--- src/rtl/core/wsfd_pkg.sv ---
package wsfd_pkg;

   localparam int BYTE_W       = 8;
   localparam int TYPE_W       = 4;
   localparam int COUNT_W      = 4;
   localparam int DECODE_BYTES = 7;

   localparam logic [BYTE_W-1:0] SYNC_BYTE = 8'hff;
   localparam logic [BYTE_W-1:0] SUM_SEED  = 8'hfe;

   localparam logic [TYPE_W-1:0] TYPE_WIND    = 4'd0;
   localparam logic [TYPE_W-1:0] TYPE_RAIN    = 4'd1;
   localparam logic [TYPE_W-1:0] TYPE_CHANNEL = 4'd2;
   localparam logic [TYPE_W-1:0] TYPE_OUTSIDE = 4'd3;
   localparam logic [TYPE_W-1:0] TYPE_POOL    = 4'd4;
   localparam logic [TYPE_W-1:0] TYPE_INDOOR  = 4'd5;
   localparam logic [TYPE_W-1:0] TYPE_FORECAST = 4'd6;

   localparam logic [3:0] SEEN_WIND    = 4'b0001;
   localparam logic [3:0] SEEN_RAIN    = 4'b0010;
   localparam logic [3:0] SEEN_OUTSIDE = 4'b0100;
   localparam logic [3:0] SEEN_INDOOR  = 4'b1000;

   localparam logic [10:0] PRESSURE_BYTE_BASE = 11'd795;
   localparam logic [10:0] PRESSURE_WIDE_BASE = 11'd600;

   typedef enum logic [1:0] {
      STATUS_OK          = 2'd0,
      STATUS_BAD_SUM     = 2'd1,
      STATUS_BAD_CHANNEL = 2'd2
   } status_type;

   typedef logic [BYTE_W-1:0] frame_bytes_type [DECODE_BYTES];

   typedef struct packed {
      logic              done;
      logic              sum_bad;
      logic [TYPE_W-1:0] group_type;
   } event_type;

   typedef struct packed {
      status_type        status;
      logic [3:0]        group_type;
      logic [3:0]        battery;
      logic              is_primary;
      logic [1:0]        extra_slot;
      logic signed [11:0] value_a;
      logic [14:0]       value_b;
      logic [10:0]       value_c;
      logic [3:0]        tendency;
      logic [3:0]        sensors_seen;
   } result_type;

   function automatic logic [COUNT_W-1:0] payload_len(input logic [TYPE_W-1:0] t);
      logic [COUNT_W-1:0] len;
      case (t)
         4'd0:    len = 4'd8;
         4'd1:    len = 4'd13;
         4'd2:    len = 4'd6;
         4'd3:    len = 4'd6;
         4'd4:    len = 4'd4;
         4'd5:    len = 4'd10;
         4'd6:    len = 4'd11;
         4'd14:   len = 4'd2;
         4'd15:   len = 4'd6;
         default: len = 4'd0;
      endcase
      return len;
   endfunction

   function automatic logic [7:0] bcd(input logic [7:0] x);
      return 8'(x[7:4]) * 8'd10 + 8'(x[3:0]);
   endfunction

endpackage

--- src/rtl/core/wsfd_tracker.sv ---
module wsfd_tracker (
   input  logic                          clock,
   input  logic                          reset,
   input  logic                          step,
   input  logic [wsfd_pkg::BYTE_W-1:0]   rx_byte,
   output wsfd_pkg::event_type           frame_event,
   output wsfd_pkg::frame_bytes_type     frame_bytes
);
   import wsfd_pkg::*;

   logic [BYTE_W-1:0]  win0_ff, win0_in;
   logic [BYTE_W-1:0]  win1_ff, win1_in;
   logic [COUNT_W-1:0] count_ff, count_in;
   logic               in_frame_ff, in_frame_in;
   logic [BYTE_W-1:0]  sum_ff, sum_in;
   logic [TYPE_W-1:0]  type_ff, type_in;
   logic [BYTE_W-1:0]  bytes_ff [DECODE_BYTES];

   logic               sync_hit;
   logic               last_byte;
   logic               store_byte;
   logic [COUNT_W:0]   count_next;

   assign sync_hit = !in_frame_ff && (win0_ff == SYNC_BYTE) && (win1_ff == SYNC_BYTE)
                     && (rx_byte[7:4] == 4'd0);
   assign count_next = {1'b0, count_ff} + 5'd1;
   assign last_byte = in_frame_ff && (count_next >= {1'b0, payload_len(type_ff)});
   assign store_byte = step && in_frame_ff && !last_byte
                       && ({1'b0, count_ff} < 5'(DECODE_BYTES));

   always_comb begin
      frame_event.done       = last_byte
                               || (sync_hit && (payload_len(rx_byte[3:0]) == '0));
      frame_event.sum_bad    = sync_hit || (rx_byte != sum_ff);
      frame_event.group_type = sync_hit ? rx_byte[3:0] : type_ff;
   end

   always_comb begin
      win0_in     = win0_ff;
      win1_in     = win1_ff;
      count_in    = count_ff;
      in_frame_in = in_frame_ff;
      sum_in      = sum_ff;
      type_in     = type_ff;
      if (step) begin
         if (!in_frame_ff) begin
            if (sync_hit) begin
               win0_in     = '0;
               win1_in     = '0;
               type_in     = rx_byte[3:0];
               sum_in      = SUM_SEED + rx_byte;
               count_in    = '0;
               in_frame_in = (payload_len(rx_byte[3:0]) != '0);
            end else begin
               win0_in = win1_ff;
               win1_in = rx_byte;
            end
         end else if (!last_byte) begin
            sum_in   = sum_ff + rx_byte;
            count_in = count_next[COUNT_W-1:0];
         end else begin
            in_frame_in = 1'b0;
            count_in    = '0;
         end
      end
   end

   always_ff @(posedge clock) begin
      if (reset) begin
         win0_ff     <= '0;
         win1_ff     <= '0;
         count_ff    <= '0;
         in_frame_ff <= 1'b0;
         sum_ff      <= '0;
         type_ff     <= '0;
      end else begin
         win0_ff     <= win0_in;
         win1_ff     <= win1_in;
         count_ff    <= count_in;
         in_frame_ff <= in_frame_in;
         sum_ff      <= sum_in;
         type_ff     <= type_in;
      end
   end

   always_ff @(posedge clock) begin
      if (store_byte) begin
         bytes_ff[count_ff[2:0]] <= rx_byte;
      end
   end

   assign frame_bytes = bytes_ff;

endmodule

--- src/rtl/core/wsfd_decoder.sv ---
module wsfd_decoder (
   input  wsfd_pkg::event_type       frame_event,
   input  wsfd_pkg::frame_bytes_type frame_bytes,
   input  logic [1:0]                outside_channel,
   input  logic [3:0]                seen,
   output wsfd_pkg::result_type      result,
   output logic [3:0]                seen_next
);
   import wsfd_pkg::*;

   logic [7:0]  p0, p1, p2, p3, p4, p5, p6;
   logic [11:0] low_reading;
   logic [11:0] temp_mag;
   logic [11:0] temp;
   logic [7:0]  humidity;
   logic [3:0]  hi0;
   logic [3:0]  ch2;
   logic [1:0]  ch2_slot;
   logic [2:0]  ch4;
   logic [1:0]  ch4_slot;

   assign p0 = frame_bytes[0];
   assign p1 = frame_bytes[1];
   assign p2 = frame_bytes[2];
   assign p3 = frame_bytes[3];
   assign p4 = frame_bytes[4];
   assign p5 = frame_bytes[5];
   assign p6 = frame_bytes[6];

   assign hi0         = p0[7:4];
   assign low_reading = 12'(bcd(p1)) + 12'(p2[3:0]) * 12'd100;
   assign temp_mag    = low_reading;
   assign temp        = p2[7] ? 12'(-temp_mag) : temp_mag;
   assign humidity    = bcd(p3);
   assign ch2         = p0[3:0];
   assign ch2_slot    = (ch2 == 4'd4) ? 2'd3 : ch2[1:0];

   always_comb begin
      case (p0[2:0])
         3'd2:    ch4 = 3'd2;
         3'd3:    ch4 = 3'd3;
         3'd4:    ch4 = 3'd3;
         default: ch4 = 3'd1;
      endcase
   end
   assign ch4_slot = 2'(ch4 - 3'd1);

   always_comb begin
      result              = '0;
      result.group_type   = frame_event.group_type;
      seen_next           = seen;
      if (frame_event.sum_bad) begin
         result.status = STATUS_BAD_SUM;
      end else begin
         result.status     = STATUS_OK;
         result.battery    = hi0;
         result.is_primary = 1'b1;
         case (frame_event.group_type)
            TYPE_WIND: begin
               seen_next      = seen | SEEN_WIND;
               result.value_a = low_reading;
               result.value_b = 15'(p2[7:4]) + 15'(humidity) * 15'd10;
               result.value_c = 11'(bcd(p4)) + 11'(p5[3:0]) * 11'd100;
            end
            TYPE_RAIN: begin
               seen_next      = seen | SEEN_RAIN;
               result.value_a = low_reading;
               result.value_b = 15'(humidity) + 15'(bcd(p4)) * 15'd100;
            end
            TYPE_CHANNEL: begin
               if (ch2 != 4'd1 && ch2 != 4'd2 && ch2 != 4'd4) begin
                  result         = '0;
                  result.status  = STATUS_BAD_CHANNEL;
                  result.group_type = TYPE_CHANNEL;
               end else begin
                  result.value_a = temp;
                  result.value_b = 15'(humidity);
                  if (outside_channel == ch2_slot) begin
                     seen_next      = seen | SEEN_OUTSIDE;
                     result.battery = {1'b0, hi0[2:0]};
                  end else begin
                     result.is_primary = 1'b0;
                     result.extra_slot = (outside_channel < ch2_slot) ?
                                         2'(ch2_slot - 2'd1) : ch2_slot;
                  end
               end
            end
            TYPE_OUTSIDE: begin
               result.value_a = temp;
               result.value_b = 15'(humidity);
               if (outside_channel == 2'd0) begin
                  seen_next      = seen | SEEN_OUTSIDE;
                  result.battery = {1'b0, hi0[2:0]};
               end else begin
                  result.is_primary = 1'b0;
               end
            end
            TYPE_POOL: begin
               result.value_a = temp;
               if (ch4 == 3'd1) begin
                  result.battery = {1'b0, hi0[2:0]};
               end else begin
                  result.is_primary = 1'b0;
                  result.extra_slot = ch4_slot;
               end
            end
            TYPE_INDOOR: begin
               seen_next      = seen | SEEN_INDOOR;
               result.value_a = temp;
               result.value_b = 15'(humidity);
               result.value_c = 11'(p5) + PRESSURE_BYTE_BASE;
            end
            TYPE_FORECAST: begin
               seen_next       = seen | SEEN_INDOOR;
               result.value_a  = temp;
               result.value_b  = 15'(humidity);
               result.value_c  = 11'({p6[0], p5}) + PRESSURE_WIDE_BASE;
               result.tendency = p6[7:4];
            end
            default: begin
               result.battery = '0;
            end
         endcase
      end
      result.sensors_seen = (result.status == STATUS_OK) ? seen_next : seen;
   end

endmodule

--- src/rtl/core/weather_station_frame_decoder_top.sv ---
// Weather station frame decoder.
//
// The req channel carries one received serial byte per word. The block hunts
// for the sync pattern ff ff followed by a type byte of 15 or less, collects
// that type's payload and checks the trailing checksum byte. When a frame
// ends, one word appears on the rsp channel with the status, the frame type,
// the decoded readings and the mask of sensor kinds seen since reset.
//
// A byte can be taken in every cycle unless a frame-ending byte waits on a
// stalled rsp channel. An accepted byte is held in the input register and is
// then folded into the frame state; the result of a frame's last byte goes to
// the result register. Throughput is one byte per cycle with that exception,
// set by the combinational frame update between input and result registers.
//
// When rsp is stalled the result register holds its word; further bytes that
// end no frame are still absorbed, and only a byte that would end a frame
// waits in the input register, which then drops req_ready.
//
// Reset empties both registers, clears the sync window, the frame state, the
// seen mask and the outside channel setting.
module weather_station_frame_decoder_top (
   input  logic               clock,
   input  logic               reset,
   input  logic               req_valid,
   output logic               req_ready,
   input  logic [7:0]         req_rx_byte,
   output logic               rsp_valid,
   input  logic               rsp_ready,
   output logic [1:0]         rsp_status,
   output logic [3:0]         rsp_group_type,
   output logic [3:0]         rsp_battery,
   output logic               rsp_is_primary,
   output logic [1:0]         rsp_extra_slot,
   output logic signed [11:0] rsp_value_a,
   output logic [14:0]        rsp_value_b,
   output logic [10:0]        rsp_value_c,
   output logic [3:0]         rsp_tendency,
   output logic [3:0]         rsp_sensors_seen,
   input  logic               csr_write_en,
   input  logic [1:0]         csr_write_data
);
   import wsfd_pkg::*;

   logic            in_valid_ff, in_valid_in;
   logic [7:0]      in_byte_ff;
   logic            rsp_valid_ff, rsp_valid_in;
   result_type      rsp_ff;
   logic [1:0]      outside_ff;
   logic [3:0]      seen_ff;

   logic            step;
   event_type       frame_event;
   frame_bytes_type frame_bytes;
   result_type      result;
   logic [3:0]      seen_next;

   assign step      = in_valid_ff && !(frame_event.done && rsp_valid_ff && !rsp_ready);
   assign req_ready = !in_valid_ff || step;

   always_comb begin
      in_valid_in = in_valid_ff;
      if (req_valid && req_ready) begin
         in_valid_in = 1'b1;
      end else if (step) begin
         in_valid_in = 1'b0;
      end
      rsp_valid_in = rsp_valid_ff;
      if (step && frame_event.done) begin
         rsp_valid_in = 1'b1;
      end else if (rsp_ready) begin
         rsp_valid_in = 1'b0;
      end
   end

   wsfd_tracker u_tracker (
      .clock       (clock),
      .reset       (reset),
      .step        (step),
      .rx_byte     (in_byte_ff),
      .frame_event (frame_event),
      .frame_bytes (frame_bytes)
   );

   wsfd_decoder u_decoder (
      .frame_event     (frame_event),
      .frame_bytes     (frame_bytes),
      .outside_channel (outside_ff),
      .seen            (seen_ff),
      .result          (result),
      .seen_next       (seen_next)
   );

   always_ff @(posedge clock) begin
      if (reset) begin
         in_valid_ff  <= 1'b0;
         rsp_valid_ff <= 1'b0;
         outside_ff   <= '0;
         seen_ff      <= '0;
      end else begin
         in_valid_ff  <= in_valid_in;
         rsp_valid_ff <= rsp_valid_in;
         if (csr_write_en) begin
            outside_ff <= csr_write_data;
         end
         if (step && frame_event.done && !frame_event.sum_bad) begin
            seen_ff <= seen_next;
         end
      end
   end

   always_ff @(posedge clock) begin
      if (req_valid && req_ready) begin
         in_byte_ff <= req_rx_byte;
      end
      if (step && frame_event.done) begin
         rsp_ff <= result;
      end
   end

   assign rsp_valid        = rsp_valid_ff;
   assign rsp_status       = rsp_ff.status;
   assign rsp_group_type   = rsp_ff.group_type;
   assign rsp_battery      = rsp_ff.battery;
   assign rsp_is_primary   = rsp_ff.is_primary;
   assign rsp_extra_slot   = rsp_ff.extra_slot;
   assign rsp_value_a      = rsp_ff.value_a;
   assign rsp_value_b      = rsp_ff.value_b;
   assign rsp_value_c      = rsp_ff.value_c;
   assign rsp_tendency     = rsp_ff.tendency;
   assign rsp_sensors_seen = rsp_ff.sensors_seen;

endmodule

--- config.mk ---
export PLATFORM = sky130hd
export DESIGN_NAME = weather_station_frame_decoder_top
export DESIGN_NICKNAME = d
export VERILOG_FILES = /design/src/rtl/core/wsfd_pkg.sv /design/src/rtl/core/wsfd_tracker.sv /design/src/rtl/core/wsfd_decoder.sv /design/src/rtl/core/weather_station_frame_decoder_top.sv
export SDC_FILE = /design/constraint.sdc
export NUM_CORES = 1
export LEC_CHECK = 0
export BUFFER_PORTS_ARGS = -buffer_cell sky130_fd_sc_hd__buf_2
export CAP_MARGIN = 5
export CORE_MARGIN = 3
export CORE_UTILIZATION = 25
export DETAILED_ROUTE_END_ITERATION = 16
export SLEW_MARGIN = 10
export SYNTH_ARGS = -nofsm -noshare
export SYNTH_HDL_FRONTEND = slang
export SYNTH_HIERARCHICAL = 1
export SYNTH_SLANG_ARGS = --single-unit
--- constraint.sdc ---
create_clock -name clock -period 5.7 [get_ports clock]
set_input_delay 0.855 -clock clock [delete_from_list [all_inputs] [get_ports clock]]
set_output_delay 0.855 -clock clock [all_outputs]
set_load 0.005 [all_outputs]
# Word-level counts from Yosys, hierarchy flattened
# Memories as Yosys holds them, arrays and structs flattened. A register that Yosys moved wholly into a read port is not among the register bits.
# Index checks and enable logic that the tools add are counted.
[totals]
mem_count = 3
romBits = 192
output_inout_bits = 61
ff_bits = 164
mem_bits_rw = 0
latch_bits = 0
in_bits = 15
[memory_table]
columns = ["memory", "words", "word_bits", "read_ports", "rd_ports_with_merged_regs", "write_ports", "line_no", "rtl"]
rows = [
  ["(no name shown)", 16, 4, 1, 1, 0, "wsfd_pkg.sv:56", "case (t)"],
  ["(no name shown)", 16, 4, 1, 1, 0, "wsfd_pkg.sv:56", ""],
  ["(no name shown)", 16, 4, 1, 1, 0, "wsfd_pkg.sv:56", ""],
]
[classes]
order_cmp = 5
n_shift = 0
muxes = 54
multipliers = 7
eq_ne = 19
addsub = 15
reduce_logical = 45
bitwise = 3
n_div = 0
[ops]
columns = ["operator", "n"]
rows = [
  ["2-to-1 mux 4 bit", 17],
  ["one-hot mux 15 bit (4 select lines)", 1],
  ["2-to-1 mux 57 bit", 1],
  ["bitwise mux 56 bit", 1],
  ["2-to-1 mux 8 bit", 6],
  ["one-hot mux 12 bit (3 select lines)", 1],
  ["2-to-1 mux 34 bit", 1],
  ["one-hot mux 11 bit (3 select lines)", 1],
  ["adder 8 x 4 -> 8 bit", 3],
  ["demux 8 bit (select 3 bit)", 1],
  ["multiplier 4 x 3 -> 7 bit, second input constant", 3],
  ["one-hot mux 4 bit (5 select lines)", 1],
  ["multiplier 4 x 5 -> 9 bit, second input constant", 2],
  ["logical AND 1 bit", 17],
  ["== test 4 x 3 -> 1 bit, second input constant", 4],
  ["== test 8 bit, second input constant", 2],
  ["one-hot mux 4 bit (4 select lines)", 1],
  ["adder 8 x 15 -> 15 bit", 1],
  ["2-to-1 mux 3 bit", 5],
  ["adder 4 x 12 -> 13 bit", 1],
  ["multiplier 8 x 5 -> 13 bit, second input constant", 1],
  ["adder 8 x 11 -> 12 bit", 1],
  ["zero test 4 bit", 3],
  ["2-to-1 mux 12 bit", 1],
  ["42 further kinds", 72],
]

# Longest topological paths before layout
[logic_depth]
word_depth = 14
depth_mapped = 22
ltp_nobuf = 22

# By module
# Netlist, hierarchy kept.
[by_module_without_submodules]
columns = ["module", "seq_area_each_um2", "instances", "area_each_um2", "cells_per_inst"]
rows = [
  ["wsfd_decoder", 0.0, 1, 4929.7, 672],
  ["wsfd_tracker", 2422.3, 1, 4085.2, 352],
  ["weather_station_frame_decoder_top", 2172.1, 1, 2369.8, 103],
]

# Worst setup path before layout
# Ideal clock, no wire load.
[synth_timing]
kind = "register -> register"
from = "reg in_byte_ff[4]"
to = "reg rsp_ff (netlist bit rsp_battery[0]) (enable)"
synth_period_minus_slack_ps = 4973
setup_ps = 476
stages_incl_launch_ff = 7
path_slack_ps = 727
arrival_ps = 4497
n_path_buf = 0
required_time_ps = 5224
path_cell_list = "edfxtp_1 -> or3_4 -> nor4_4 -> nand2_1 -> o21ai_0 -> nand2_2 -> nor2_1"
[synth_rtl]
columns = ["element", "line_no", "rtl"]
rows = [
  ["start: declaration", "weather_station_frame_decoder_top.sv:45", "logic [7:0] in_byte_ff;"],
  ["start signal: assignment", "weather_station_frame_decoder_top.sv:113", "in_byte_ff <= req_rx_byte;"],
  ["end signal: assignment", "weather_station_frame_decoder_top.sv:116", "rsp_ff <= result;"],
  ["end: declaration", "weather_station_frame_decoder_top.sv:47", "result_type rsp_ff;"],
]

==> flow_summary.yaml <==
timing:
  finClkSkew_ns: 0.0106
  relSlewSlack: 0.206
  timing.final.max_slew_violations: 0
  fin_setup_tns_ns: 0
  fin_crit_sh: 0.905
  rsz0062_at_grt: "false"
  fmax_mhz: 194
  max_slew.worst_pin.slew_ns: 1.19
  post-route-min-period_ns: 5.16
  setup_viol: 0
  hold_viol: 0
floorplanning:
  die_area_sq_mm: 0.0478
  coreArea_sq_mm: 0.0444
  start_util: 0.254
  num_rows: 77
  die_w_um: 219
  die_height_um: 219
  num_io_pins: 76
cells_and_area:
  drive_above_1_share: 0.129
  stdcell_count: 1811
  nets: 1372
  diodes: 0
  final_core_util: 0.293
  fillCellCount: 4573
  syn2layout_area_growth_pct: 15.3
power_and_ir_drop:
  p_leak_uw: 0.00521
  finalPower_uw: 2570
  powerDensity_mw_per_mm2: 197
  peakVddDrop_uv: 160
clocking:
  cts_buffer_depth: 2
  cts.clk_slew.worst_paths_ns: 0.07
  cts_tree: "yes"
  htree_levels: 4
  cts_resized: 0
  cts_setup_buffers: 0
  ctsRootBufferMaster: "clkbuf_16"
  cts_sinks: 165
  ctsHoldBuffers: 0
  insertion_delay_ns: 0.44
  cts_made_buffers: 17
flow_run:
  maxCapViolations: 0
worst_setup_path:
  critPathMaxFanout: 17
  slowest_stage: "nor2b_1"
  crit_chain: "ha_1 > xor2_1 > ha_1 > o21ai_0 > o21ai_0 > nand2_1 > o21ai_0 > a21boi_0 > nor2b_1 > nand3_4 > mux2i_1 > nor2_1 > inv_1 > ha_1 > or2_2 > a22oi_2"
  slowest_delay_ns: 1.00
  cp.required_ns: 6.07
  cp-start-kind: "flop"
  path_class: "reg -> reg"
  end_kind: "flop"
  crit_arrival_ns: 5.53
logic_synthesis:
  yosysWarnings: 6
  synth_fp_nets: 1290
  synth_area_per_cell_sq_um: 10.0
  syn_inst: 1124
  syn-cell-area_sq_mm: 0.0113
detailed_routing:
  avgViaCountPerCell: 4.70
  drt_first_iter_violations: 536
  dr.pass1.iters: 5
  wl_mm: 28.1
  wl_per_cell_um: 15.5
  drtAntennaViolNets: 0
  drc: 0
  vias: 8516
global_routing:
  gr-total-overflow: 0
  grt_pass1_vias: 8389
  grt_pass1_wl_mm: 44.3
  grt_usage: 0.118
  antenna_found_initial: 1
  grt_max_degree: 49
place:
  routabilityCongestion: 0.808
  io_buffers: 75
  hpwl_mm: 21.1
  dp.cells: 1779
outcome:
  run_status: "finished clean"
min_path:
  hold_class: "reg -> reg"
[stage by stage]
stage / setup slack (ns) / hold WS (ns) / cell area [sq um]
after floorplan: 0.727 / 0.449 / 11300
after global placement: 0.834 / 0.462 / 12400
after detailed placement: 0.671 / 0.468 / 12400
after CTS: 0.591 / 0.478 / 13000
after global routing: 0.0400 / 0.515 / 13000
final: 0.542 / 0.477 / 13000
[layer usage]
layer  wire length [um]  GRT usage  share of wire
met1              12900      0.152           0.46
met3               1110     0.0234          0.039
met4                389     0.0320          0.014
met5                  0          0              0
met2              13700      0.204           0.49
[worst max-delay path: cells and delay by family (launching register included)]
| kind | cells | cell delay, ns |
|---|---|---|
| and+or+nand+nor | 5 | 1.98 |
| AOI/OAI and AO/OA | 5 | 1.32 |
| xor gates and xnor gates | 1 | 0.19 |
| DFF | 1 | 0.45 |
| buffers and inverters | 1 | 0.12 |
| adders and majority gates | 3 | 0.79 |
| muxes | 1 | 0.25 |
[power by group]
| part | switching (uW) | internal, uW |
|---|---|---|
| clock network | 535 | 621 |
| registers | 10.5 | 1290 |
| logic | 74.5 | 36.7 |
| total | 620 | 1950 |
[flip-flops by register name, summed over array words and instances (netlist names), 2 cells and up, named ones only]
signal	flops
u_tracker/frame_bytes	53
rsp_value_b	15
rsp_value_a	12
rsp_value_c	11
in_byte_ff	8
u_tracker/sum_ff	8
u_tracker/win0_ff	8
u_tracker/win1_ff	8
rsp_battery	4
rsp_group_type	4
rsp_sensors_seen	4
rsp_tendency	4
seen_ff	4
u_tracker/count_ff	4
u_tracker/type_ff	4
outside_ff	2
rsp_extra_slot	2
rsp_status	2
[area by class of cell]
cell class | count | area (sq um) | share of cell area
Multi-Input combinational cell | 838 | 6330 | 0.486
Sequential cell | 165 | 4500 | 0.346
Tap cell | 592 | 741 | 0.0569
Timing Repair Buffer | 96 | 533 | 0.0409
Clock buffer | 17 | 425 | 0.0327
Inverter | 88 | 330 | 0.0254
Clock inverter | 15 | 160 | 0.0123
[cell usage in the layout (no fill, tap or decap), types with 6 or more instances in the layout]
| cell type | count |
|---|---|
| xor2_1 | 40 |
| fa_1 | 17 |
| edfxtp_1 | 120 |
| nor2_1 | 105 |
| a2bb2oi_1 | 9 |
| buf_2 | 75 |
| nand2_1 | 83 |
| a21o_1 | 19 |
| xnor2_1 | 42 |
| a31oi_1 | 13 |
| dfxtp_1 | 45 |
| o21ai_0 | 46 |
| ha_1 | 134 |
| inv_1 | 88 |
| a211oi_1 | 12 |
| inv_6 | 6 |
| or3_1 | 6 |
| a21oi_1 | 68 |
| nor3_1 | 17 |
| o21a_1 | 7 |
| nand2b_1 | 25 |
| buf_4 | 21 |
| nor2b_1 | 9 |
| o21bai_1 | 8 |
| o22ai_1 | 9 |
| nand3b_1 | 7 |
| nand4_1 | 8 |
| clkbuf_16 | 17 |
| and2_1 | 10 |
| nor3b_1 | 6 |
| or2_2 | 8 |
| mux2i_1 | 15 |
| a22oi_1 | 10 |
| nand3_1 | 18 |
[path summary, 6_finish.rpt]
check / from / end / slack [ns] / cells after the start
worst max-delay path: u_tracker/count_ff[1] / flop / 0.54 / 16
worst min-delay path: u_tracker/win1_ff[5] / u_tracker/win1_ff[5] / 0.48 / 2
worst max register to register: u_tracker/count_ff[1] / flop / 0.54 / 16
worst min register to register: u_tracker/win1_ff[5] / u_tracker/win1_ff[5] / 0.48 / 2
(Power assumes the default switching activity.)
